<file path="src/hdl/sha1md_pkg.sv">
// Shared types and constants for the SHA-1 message digest core.
// No dependencies; imported by every module of the core.
package sha1md_pkg;

    localparam int FIFO_DEPTH = 4;
    localparam int FIFO_AW    = $clog2(FIFO_DEPTH);

    localparam logic [7:0] PAD_BYTE = 8'h80;

    localparam logic [31:0] H_INIT [0:4] = '{
        32'h67452301, 32'hEFCDAB89, 32'h98BADCFE, 32'h10325476, 32'hC3D2E1F0
    };

    localparam logic [31:0] K_R0 = 32'h5A827999;
    localparam logic [31:0] K_R1 = 32'h6ED9EBA1;
    localparam logic [31:0] K_R2 = 32'h8F1BBCDC;
    localparam logic [31:0] K_R3 = 32'hCA62C1D6;

    localparam logic [6:0] LAST_ROUND = 7'd79;
    localparam logic [2:0] LAST_WORD  = 3'd4;

    // One packed message word on its way to the compression engine.
    typedef struct packed {
        logic [31:0] word;
        logic        last;   // final length word of a message
    } word_entry_t;

    typedef struct packed {
        logic full;
        logic empty;
    } fifo_status_t;

endpackage

</file>
<file path="src/hdl/sha1_message_digest_core.sv">
// SHA-1 message digest core, top level. Instantiates sha1md_front,
// sha1md_fifo and sha1md_back; uses sha1md_pkg.
//
// Feed the message one byte per input beat, first byte first. Mark the
// last beat with end_of_message; a beat with no_byte set carries no byte,
// which is how an empty message is ended (a no_byte beat without the end
// mark does nothing). After the last beat the core appends the standard
// padding and 64-bit bit count, then returns the 160-bit digest as five
// output beats, h0 first (word_number 0..4, final_word on the fifth). The
// next message may start right away; its bytes queue up behind the digest.
// Timing: the front end takes one byte per cycle while it is not padding
// and the queue has room, and packs four bytes into a word; a four-word
// queue feeds the compression engine, which shifts in one word per cycle
// while the queue is not empty, then runs the rounds and the chaining add
// before it loads the next block. The single round unit sets the pace.
// Padding adds 9 to 72 pad bytes, then come the last block's rounds, then
// the five digest beats at one per cycle when the sink is ready.
module sha1_message_digest_core
    import sha1md_pkg::*;
(
    input  logic        clk,
    input  logic        rst_n,
    input  logic        in_valid,
    output logic        in_ready,
    input  logic [7:0]  data_byte,
    input  logic        end_of_message,
    input  logic        no_byte,
    output logic        out_valid,
    input  logic        out_ready,
    output logic [31:0] digest_word,
    output logic [2:0]  word_number,
    output logic        final_word
);

    fifo_status_t q_status;
    word_entry_t  q_push_data;
    word_entry_t  q_pop_data;
    logic         q_push;
    logic         q_pop;

    // byte intake, word packing and padding
    sha1md_front u_front (
        .clk            (clk),
        .rst_n          (rst_n),
        .in_valid       (in_valid),
        .in_ready       (in_ready),
        .data_byte      (data_byte),
        .end_of_message (end_of_message),
        .no_byte        (no_byte),
        .q_status       (q_status),
        .q_push         (q_push),
        .q_data         (q_push_data)
    );

    // decouples byte intake from the round engine
    sha1md_fifo u_fifo (
        .clk       (clk),
        .rst_n     (rst_n),
        .push      (q_push),
        .push_data (q_push_data),
        .pop       (q_pop),
        .pop_data  (q_pop_data),
        .status    (q_status)
    );

    // compression rounds and digest output
    sha1md_back u_back (
        .clk         (clk),
        .rst_n       (rst_n),
        .q_status    (q_status),
        .q_data      (q_pop_data),
        .q_pop       (q_pop),
        .out_valid   (out_valid),
        .out_ready   (out_ready),
        .digest_word (digest_word),
        .word_number (word_number),
        .final_word  (final_word)
    );

endmodule

</file>
<file path="src/hdl/sha1md_fifo.sv">
// Short word queue between the byte front end and the compression engine.
// Depends on sha1md_pkg.
module sha1md_fifo
    import sha1md_pkg::*;
(
    input  logic         clk,
    input  logic         rst_n,
    input  logic         push,
    input  word_entry_t  push_data,
    input  logic         pop,
    output word_entry_t  pop_data,
    output fifo_status_t status
);

    word_entry_t          mem_reg [FIFO_DEPTH];
    logic [FIFO_AW-1:0]   wr_ptr_reg, wr_ptr_next;
    logic [FIFO_AW-1:0]   rd_ptr_reg, rd_ptr_next;
    logic [FIFO_AW:0]     count_reg, count_next;
    logic                 do_push, do_pop;

    assign status.full  = (count_reg == (FIFO_AW+1)'(FIFO_DEPTH));
    assign status.empty = (count_reg == '0);
    assign do_push      = push && !status.full;
    assign do_pop       = pop && !status.empty;
    assign pop_data     = mem_reg[rd_ptr_reg];

    always_comb
    begin
        wr_ptr_next = do_push ? wr_ptr_reg + 1'b1 : wr_ptr_reg;
        rd_ptr_next = do_pop ? rd_ptr_reg + 1'b1 : rd_ptr_reg;
        count_next  = count_reg;
        if (do_push && !do_pop)
        begin
            count_next = count_reg + 1'b1;
        end
        else if (do_pop && !do_push)
        begin
            count_next = count_reg - 1'b1;
        end
    end

    always_ff @(posedge clk or negedge rst_n)
    begin
        if (!rst_n)
        begin
            wr_ptr_reg <= '0;
            rd_ptr_reg <= '0;
            count_reg  <= '0;
        end
        else
        begin
            wr_ptr_reg <= wr_ptr_next;
            rd_ptr_reg <= rd_ptr_next;
            count_reg  <= count_next;
        end
    end

    always_ff @(posedge clk)
    begin
        if (do_push)
        begin
            mem_reg[wr_ptr_reg] <= push_data;
        end
    end

endmodule

</file>
<file path="src/hdl/sha1md_front.sv">
// Byte front end: takes input beats, packs big-endian words, adds padding
// and the 64-bit length, and pushes words into the queue. Uses sha1md_pkg.
module sha1md_front
    import sha1md_pkg::*;
(
    input  logic         clk,
    input  logic         rst_n,
    input  logic         in_valid,
    output logic         in_ready,
    input  logic [7:0]   data_byte,
    input  logic         end_of_message,
    input  logic         no_byte,
    input  fifo_status_t q_status,
    output logic         q_push,
    output word_entry_t  q_data
);

    typedef enum logic [1:0] {S_IN, S_PAD80, S_ZERO, S_LEN} state_t;

    state_t       state_reg, state_next;
    logic [5:0]   pos_reg, pos_next;
    logic [63:0]  bits_reg, bits_next;
    logic [23:0]  word_reg, word_next;
    logic         ins;
    logic [7:0]   ins_byte;
    logic         last_word;
    logic [7:0]   len_byte;

    // length goes out most significant byte first, slots 56..63
    assign len_byte = bits_reg[{~pos_reg[2:0], 3'b000} +: 8];
    assign in_ready = (state_reg == S_IN) && !q_status.full;

    always_comb
    begin
        state_next = state_reg;
        bits_next  = bits_reg;
        ins        = 1'b0;
        ins_byte   = data_byte;
        last_word  = 1'b0;
        unique case (state_reg)
            S_IN:
            begin
                if (in_valid && in_ready)
                begin
                    if (!no_byte)
                    begin
                        ins       = 1'b1;
                        bits_next = bits_reg + 64'd8;
                    end
                    if (end_of_message)
                    begin
                        state_next = S_PAD80;
                    end
                end
            end
            S_PAD80:
            begin
                if (!q_status.full)
                begin
                    ins        = 1'b1;
                    ins_byte   = PAD_BYTE;
                    state_next = (pos_reg == 6'd55) ? S_LEN : S_ZERO;
                end
            end
            S_ZERO:
            begin
                if (!q_status.full)
                begin
                    ins      = 1'b1;
                    ins_byte = 8'h00;
                    if (pos_reg == 6'd55)
                    begin
                        state_next = S_LEN;
                    end
                end
            end
            S_LEN:
            begin
                if (!q_status.full)
                begin
                    ins      = 1'b1;
                    ins_byte = len_byte;
                    if (pos_reg == 6'd63)
                    begin
                        last_word  = 1'b1;
                        bits_next  = '0;
                        state_next = S_IN;
                    end
                end
            end
            default:
            begin
                state_next = S_IN;
            end
        endcase
    end

    assign pos_next    = ins ? pos_reg + 1'b1 : pos_reg;
    assign word_next   = ins ? {word_reg[15:0], ins_byte} : word_reg;
    assign q_push      = ins && (pos_reg[1:0] == 2'b11);
    assign q_data.word = {word_reg, ins_byte};
    assign q_data.last = last_word;

    always_ff @(posedge clk or negedge rst_n)
    begin
        if (!rst_n)
        begin
            state_reg <= S_IN;
            pos_reg   <= '0;
            bits_reg  <= '0;
        end
        else
        begin
            state_reg <= state_next;
            pos_reg   <= pos_next;
            bits_reg  <= bits_next;
        end
    end

    always_ff @(posedge clk)
    begin
        word_reg <= word_next;
    end

endmodule

</file>
<file path="src/hdl/sha1md_back.sv">
// Compression engine: loads 16 words from the queue, runs 80 rounds, folds
// into the chaining words; digest out after a last block. Uses sha1md_pkg.
module sha1md_back
    import sha1md_pkg::*;
(
    input  logic         clk,
    input  logic         rst_n,
    input  fifo_status_t q_status,
    input  word_entry_t  q_data,
    output logic         q_pop,
    output logic         out_valid,
    input  logic         out_ready,
    output logic [31:0]  digest_word,
    output logic [2:0]   word_number,
    output logic         final_word
);

    typedef enum logic [1:0] {S_LOAD, S_ROUND, S_FOLD, S_OUT} state_t;

    state_t       state_reg;
    logic [31:0]  w_reg     [16];
    logic [31:0]  round_reg [5];
    logic [31:0]  chain_reg [5];
    logic [6:0]   t_reg;
    logic [3:0]   cnt_reg;
    logic         final_reg;
    logic [2:0]   out_idx_reg;

    logic [31:0]  a, b, c, d, e;
    logic [31:0]  fn, k, wt, wx, sum;
    logic         shift_en;
    logic [31:0]  shift_in;

    assign a = round_reg[0];
    assign b = round_reg[1];
    assign c = round_reg[2];
    assign d = round_reg[3];
    assign e = round_reg[4];

    // rolling schedule: w_reg[0] is the oldest of the last sixteen words
    assign wx = w_reg[13] ^ w_reg[8] ^ w_reg[2] ^ w_reg[0];
    assign wt = (t_reg < 7'd16) ? w_reg[0] : {wx[30:0], wx[31]};

    always_comb
    begin
        priority if (t_reg < 7'd20)
        begin
            fn = (b & c) | (~b & d);
            k  = K_R0;
        end
        else if (t_reg < 7'd40)
        begin
            fn = b ^ c ^ d;
            k  = K_R1;
        end
        else if (t_reg < 7'd60)
        begin
            fn = (b & c) | (b & d) | (c & d);
            k  = K_R2;
        end
        else
        begin
            fn = b ^ c ^ d;
            k  = K_R3;
        end
    end

    assign sum = {a[26:0], a[31:27]} + fn + e + wt + k;

    assign q_pop    = (state_reg == S_LOAD) && !q_status.empty;
    assign shift_en = q_pop || (state_reg == S_ROUND);
    assign shift_in = q_pop ? q_data.word : wt;

    assign out_valid   = (state_reg == S_OUT);
    assign digest_word = chain_reg[out_idx_reg];
    assign word_number = out_idx_reg;
    assign final_word  = (out_idx_reg == LAST_WORD);

    always_ff @(posedge clk)
    begin
        if (shift_en)
        begin
            for (int i = 0; i < 15; i++)
            begin
                w_reg[i] <= w_reg[i+1];
            end
            w_reg[15] <= shift_in;
        end
    end

    always_ff @(posedge clk or negedge rst_n)
    begin
        if (!rst_n)
        begin
            state_reg   <= S_LOAD;
            t_reg       <= '0;
            cnt_reg     <= '0;
            final_reg   <= 1'b0;
            out_idx_reg <= '0;
            for (int i = 0; i < 5; i++)
            begin
                round_reg[i] <= '0;
                chain_reg[i] <= H_INIT[i];
            end
        end
        else
        begin
            unique case (state_reg)
                S_LOAD:
                begin
                    if (q_pop)
                    begin
                        cnt_reg <= cnt_reg + 1'b1;
                        if (cnt_reg == 4'd15)
                        begin
                            final_reg <= q_data.last;
                            t_reg     <= '0;
                            for (int i = 0; i < 5; i++)
                            begin
                                round_reg[i] <= chain_reg[i];
                            end
                            state_reg <= S_ROUND;
                        end
                    end
                end
                S_ROUND:
                begin
                    round_reg[0] <= sum;
                    round_reg[1] <= a;
                    round_reg[2] <= {b[1:0], b[31:2]};
                    round_reg[3] <= c;
                    round_reg[4] <= d;
                    if (t_reg == LAST_ROUND)
                    begin
                        t_reg     <= '0;
                        state_reg <= S_FOLD;
                    end
                    else
                    begin
                        t_reg <= t_reg + 1'b1;
                    end
                end
                S_FOLD:
                begin
                    for (int i = 0; i < 5; i++)
                    begin
                        chain_reg[i] <= chain_reg[i] + round_reg[i];
                    end
                    out_idx_reg <= '0;
                    state_reg   <= final_reg ? S_OUT : S_LOAD;
                end
                S_OUT:
                begin
                    if (out_ready)
                    begin
                        if (out_idx_reg == LAST_WORD)
                        begin
                            // message done: back to the initial chain
                            out_idx_reg <= '0;
                            state_reg   <= S_LOAD;
                            for (int i = 0; i < 5; i++)
                            begin
                                round_reg[i] <= '0;
                                chain_reg[i] <= H_INIT[i];
                            end
                        end
                        else
                        begin
                            out_idx_reg <= out_idx_reg + 1'b1;
                        end
                    end
                end
                default:
                begin
                    state_reg <= S_LOAD;
                end
            endcase
        end
    end

endmodule

</file>
<file path="config.mk">
export PLATFORM = sky130hd
export DESIGN_NAME = sha1_message_digest_core
export DESIGN_NICKNAME = d
export VERILOG_FILES = /design/src/hdl/sha1md_pkg.sv /design/src/hdl/sha1_message_digest_core.sv /design/src/hdl/sha1md_fifo.sv /design/src/hdl/sha1md_front.sv /design/src/hdl/sha1md_back.sv
export SDC_FILE = /design/constraint.sdc
export NUM_CORES = 2
export LEC_CHECK = 0
export ABC_AREA = 1
export BUFFER_PORTS_ARGS = -buffer_cell sky130_fd_sc_hd__buf_2
export CAP_MARGIN = 20
export CORE_ASPECT_RATIO = 0.75
export CORE_UTILIZATION = 55
export CTS_CLUSTER_DIAMETER = 50
export DETAILED_ROUTE_END_ITERATION = 7
export HOLD_SLACK_MARGIN = 0.02
export PLACE_DENSITY = 0.71
export SLEW_MARGIN = 10
export SYNTH_ARGS = -nofsm -noshare
export SYNTH_HDL_FRONTEND = slang
export SYNTH_SLANG_ARGS = --single-unit
</file>
<file path="constraint.sdc">
create_clock -name clk -period 14.6 [get_ports clk]
set_input_delay 1.46 -clock clk [delete_from_list [all_inputs] [get_ports clk]]
set_output_delay 1.46 -clock clk [all_outputs]
set_load 0.05 [all_outputs]
</file>
==> flow_summary.json <==
{
  "fin_cells": 7808,
  "ys.warnings.count": 0,
  "io_buffers": 51,
  "hold_buffers": 0,
  "hold_class": "reg -> reg",
  "r2r_cells": 26,
  "path_class": "reg -> reg",
  "synth_cells": 6258,
  "cts_tree": "yes",
  "drv_slew": 0,
  "setup_viol": 0,
  "drt-vias-per-instance": 6.106,
  "whs_endpoint": "u_back.w_reg[3][24]$_DFFE_PP_",
  "drtIter0Drc": 6297,
  "numCtsBuffers": 119,
  "cp_slowest_cell": "o21ai_0",
  "grt_pass1_wl_um": 297900,
  "h-tree-depth": 3,
  "ys_ff_latch": 1081,
  "period_minus_slack_ns": 6.206,
  "synth_nets": 6605,
  "async_flop_share_pct": 38.21,
  "fmax_ghz": 0.1611,
  "final_common_cell": "nand2_1",
  "ctsResizeCount": 0,
  "clock_skew_ns": 0.04024,
  "final_antenna_net_count": 0,
  "layout.nets": 6635,
  "clkLatencyLatePin_ns": 0.75,
  "finalHoldViolations": 0,
  "place.detailed.hpwl_um": 152000,
  "grt_max_degree": 182,
  "cp.arrival_ns": 6.81,
  "syn_area_mm2": 0.05838,
  "initial_utilization_pct": 55.45,
  "largest_reg_flops": 512,
  "areaGrowthSynthToFinish_pct": 10.05,
  "critPathLaunchType": "flop",
  "fin_crit_sh_pct": 42.50,
  "status": "completed",
  "layout-drive-gt1-share_pct": 7.105,
  "cts_setup_buffers": 0,
  "synth_cell_type_count": 66,
  "antenna_found_initial": 10,
  "worst_slew_pin_slew_ns": 1.304,
  "r2r-end": "u_back.a[26]$_DFFE_PN0P_",
  "slew_headroom_pct": 12.89,
  "r2r_start": "u_back.t_reg[3]$_DFFE_PN0P_",
  "fp.dieW_um": 378.2,
  "slowest_delay_ns": 0.69,
  "die_h_um": 284.2,
  "critPathMaxFanout": 22,
  "finalHoldWorstSlack_ns": 0.4088,
  "clkTransAtPathRegs_ns": 0.07,
  "r2r_setup_slack_ns": 8.39,
  "path_buf_inv": 4,
  "yosysSeqAreaShare_pct": 52.23,
  "wl_um": 205400,
  "num_rows": 103,
  "final_util_pct": 61.02,
  "synth_edf_count": 668,
  "drc_errors": 0,
  "grt_setup_unrepaired": "false",
  "vias": 47680,
  "clock_sinks": 1081,
  "wl_per_cell_um": 26.30,
  "drv_cap": 0,
  "grt_pass1_vias": 43660,
  "setup_tns_ns": 0,
  "avgSynthCellArea_um2": 9.329,
  "pin_count": 52,
  "grt.overflow.total": 0,
  "cp.required_ns": 15.20,
  "hold_depth": 0,
  "synthFlopType": "edfxtp_1",
  "end_kind": "flop",
  "most-common-layout-cells": "1,196 x nand2_1, 825 x inv_1, 668 x edfxtp_1",
  "core_mm2": 0.1053,
  "clockRootBuffer": "clkbuf_16",
  "grt_use_total_pct": 38.09,
  "path_common_cell": "nand2_1",
  "critPathTopFamily": "simple AND/OR/NAND/NOR gates",
  "place_inst": 7581,
  "min-delay-start": "u_back.w_reg[4][24]$_DFFE_PP_",
  "place_congestion": 1.076,
  "ctsLongestPathBuffers": 3,
  "dr.pass1.iters": 6,
  "die-area_mm2": 0.1075
}
[cells in the mapped netlist (3+ instances only)]
| cell | count | share of area (%) |
|---|---|---|
| buf_1 | 13 | 0.084 |
| a221oi_1 | 7 | 0.11 |
| a21boi_1 | 7 | 0.090 |
| o21ai_0 | 643 | 5.5 |
| and3_1 | 4 | 0.043 |
| o22ai_1 | 178 | 1.9 |
| ha_1 | 218 | 4.7 |
| nand3b_1 | 12 | 0.15 |
| a31o_2 | 4 | 0.060 |
| a21o_1 | 20 | 0.26 |
| o221a_2 | 3 | 0.058 |
| o21ai_1 | 7 | 0.060 |
| nand4_1 | 65 | 0.70 |
| edfxtp_1 | 668 | 34 |
| o221ai_1 | 18 | 0.27 |
| xor2_1 | 84 | 1.3 |
| a21oi_1 | 435 | 3.7 |
| a21boi_0 | 12 | 0.15 |
| o31ai_1 | 23 | 0.30 |
| buf_2 | 44 | 0.38 |
| a211oi_1 | 13 | 0.17 |
| a31oi_1 | 17 | 0.18 |
| nor2_1 | 444 | 2.9 |
| xnor2_1 | 111 | 1.7 |
| o21a_1 | 20 | 0.26 |
| fa_1 | 115 | 3.9 |
| dfstp_2 | 80 | 3.6 |
| o211ai_1 | 30 | 0.39 |
| nand3_1 | 230 | 2.0 |
| nand2_1 | 1197 | 7.7 |
| or2_2 | 12 | 0.13 |
| dfrtp_1 | 333 | 14 |
| buf_4 | 3 | 0.039 |
| nor4_1 | 21 | 0.23 |
| nor2_2 | 5 | 0.054 |
| a22oi_1 | 24 | 0.31 |
| inv_2 | 6 | 0.039 |
| o21bai_1 | 31 | 0.40 |
| inv_1 | 827 | 5.3 |
| o21ai_2 | 5 | 0.075 |
| clkbuf_1 | 144 | 0.93 |
| nor3_1 | 91 | 0.78 |
[per-stage QoR]
stage	cell area, um2	worst slack (ns)
2_1_floorplan	58380	1.234
3_3_place_gp	60190	8.687
3_5_place_dp	60210	8.653
4_1_cts	64180	8.590
5_1_grt	64250	8.082
6_report	64250	8.394
[logic make-up (layout without fill, tap and decap cells)]
logic type	count (synthesis)	after routing	synth area share, %
AOI/OAI and AO/OA	1510	1510	14.48
xor gates and xnor gates	195	195	2.925
adders and majority gates	333	333	8.616
buffers and inverters	1039	1171	6.794
DFF	1081	1081	52.23
muxes	1	1	0.01929
other	0	1	0
and+or+nand+nor	2099	2099	14.94
[metal layers]
metal | track usage, % | up-vias | part of all wire, %
met4 | 9.686 | 14 | 2.9
met5 | 1.348 | - | 0.12
li1 | - | 21390 | -
met3 | 13.98 | 324 | 14
met2 | 47.80 | 2840 | 38
met1 | 60.49 | 23110 | 45
[cell type report]
type	instances	area [um2]
antenna	1	2.502
clock buffer	138	3100
clock inverter	85	875.8
fill	8898	41040
inverter	835	3137
multi-input combinational	4138	24000
sequential	1081	30500
tap	1417	1773
timing repair buffer	113	850.8
[worst max path at each step]
stage	endpoint	depth (start not counted)	slack, ns	from
3_5_place_dp	u_back.a[26]$_DFFE_PN0P_	26	8.65	u_back.t_reg[3]$_DFFE_PN0P_
3_3_place_gp	u_back.a[26]$_DFFE_PN0P_	26	8.69	u_back.t_reg[4]$_DFFE_PN0P_
5_1_grt	u_back.a[24]$_DFFE_PN0P_	24	8.08	u_back.t_reg[4]$_DFFE_PN0P_
4_1_cts	u_back.a[26]$_DFFE_PN0P_	26	8.59	u_back.t_reg[3]$_DFFE_PN0P_
2_1_floorplan	u_back.w_reg[0][0]$_DFFE_PP_	8	1.23	u_back.state_reg[0]$_DFFE_PN0P_
6_report	u_back.a[26]$_DFFE_PN0P_	26	8.39	u_back.t_reg[3]$_DFFE_PN0P_
Power is not shown: default switching activity piles up to over one toggle a cycle in this logic, so the estimate is an artifact.
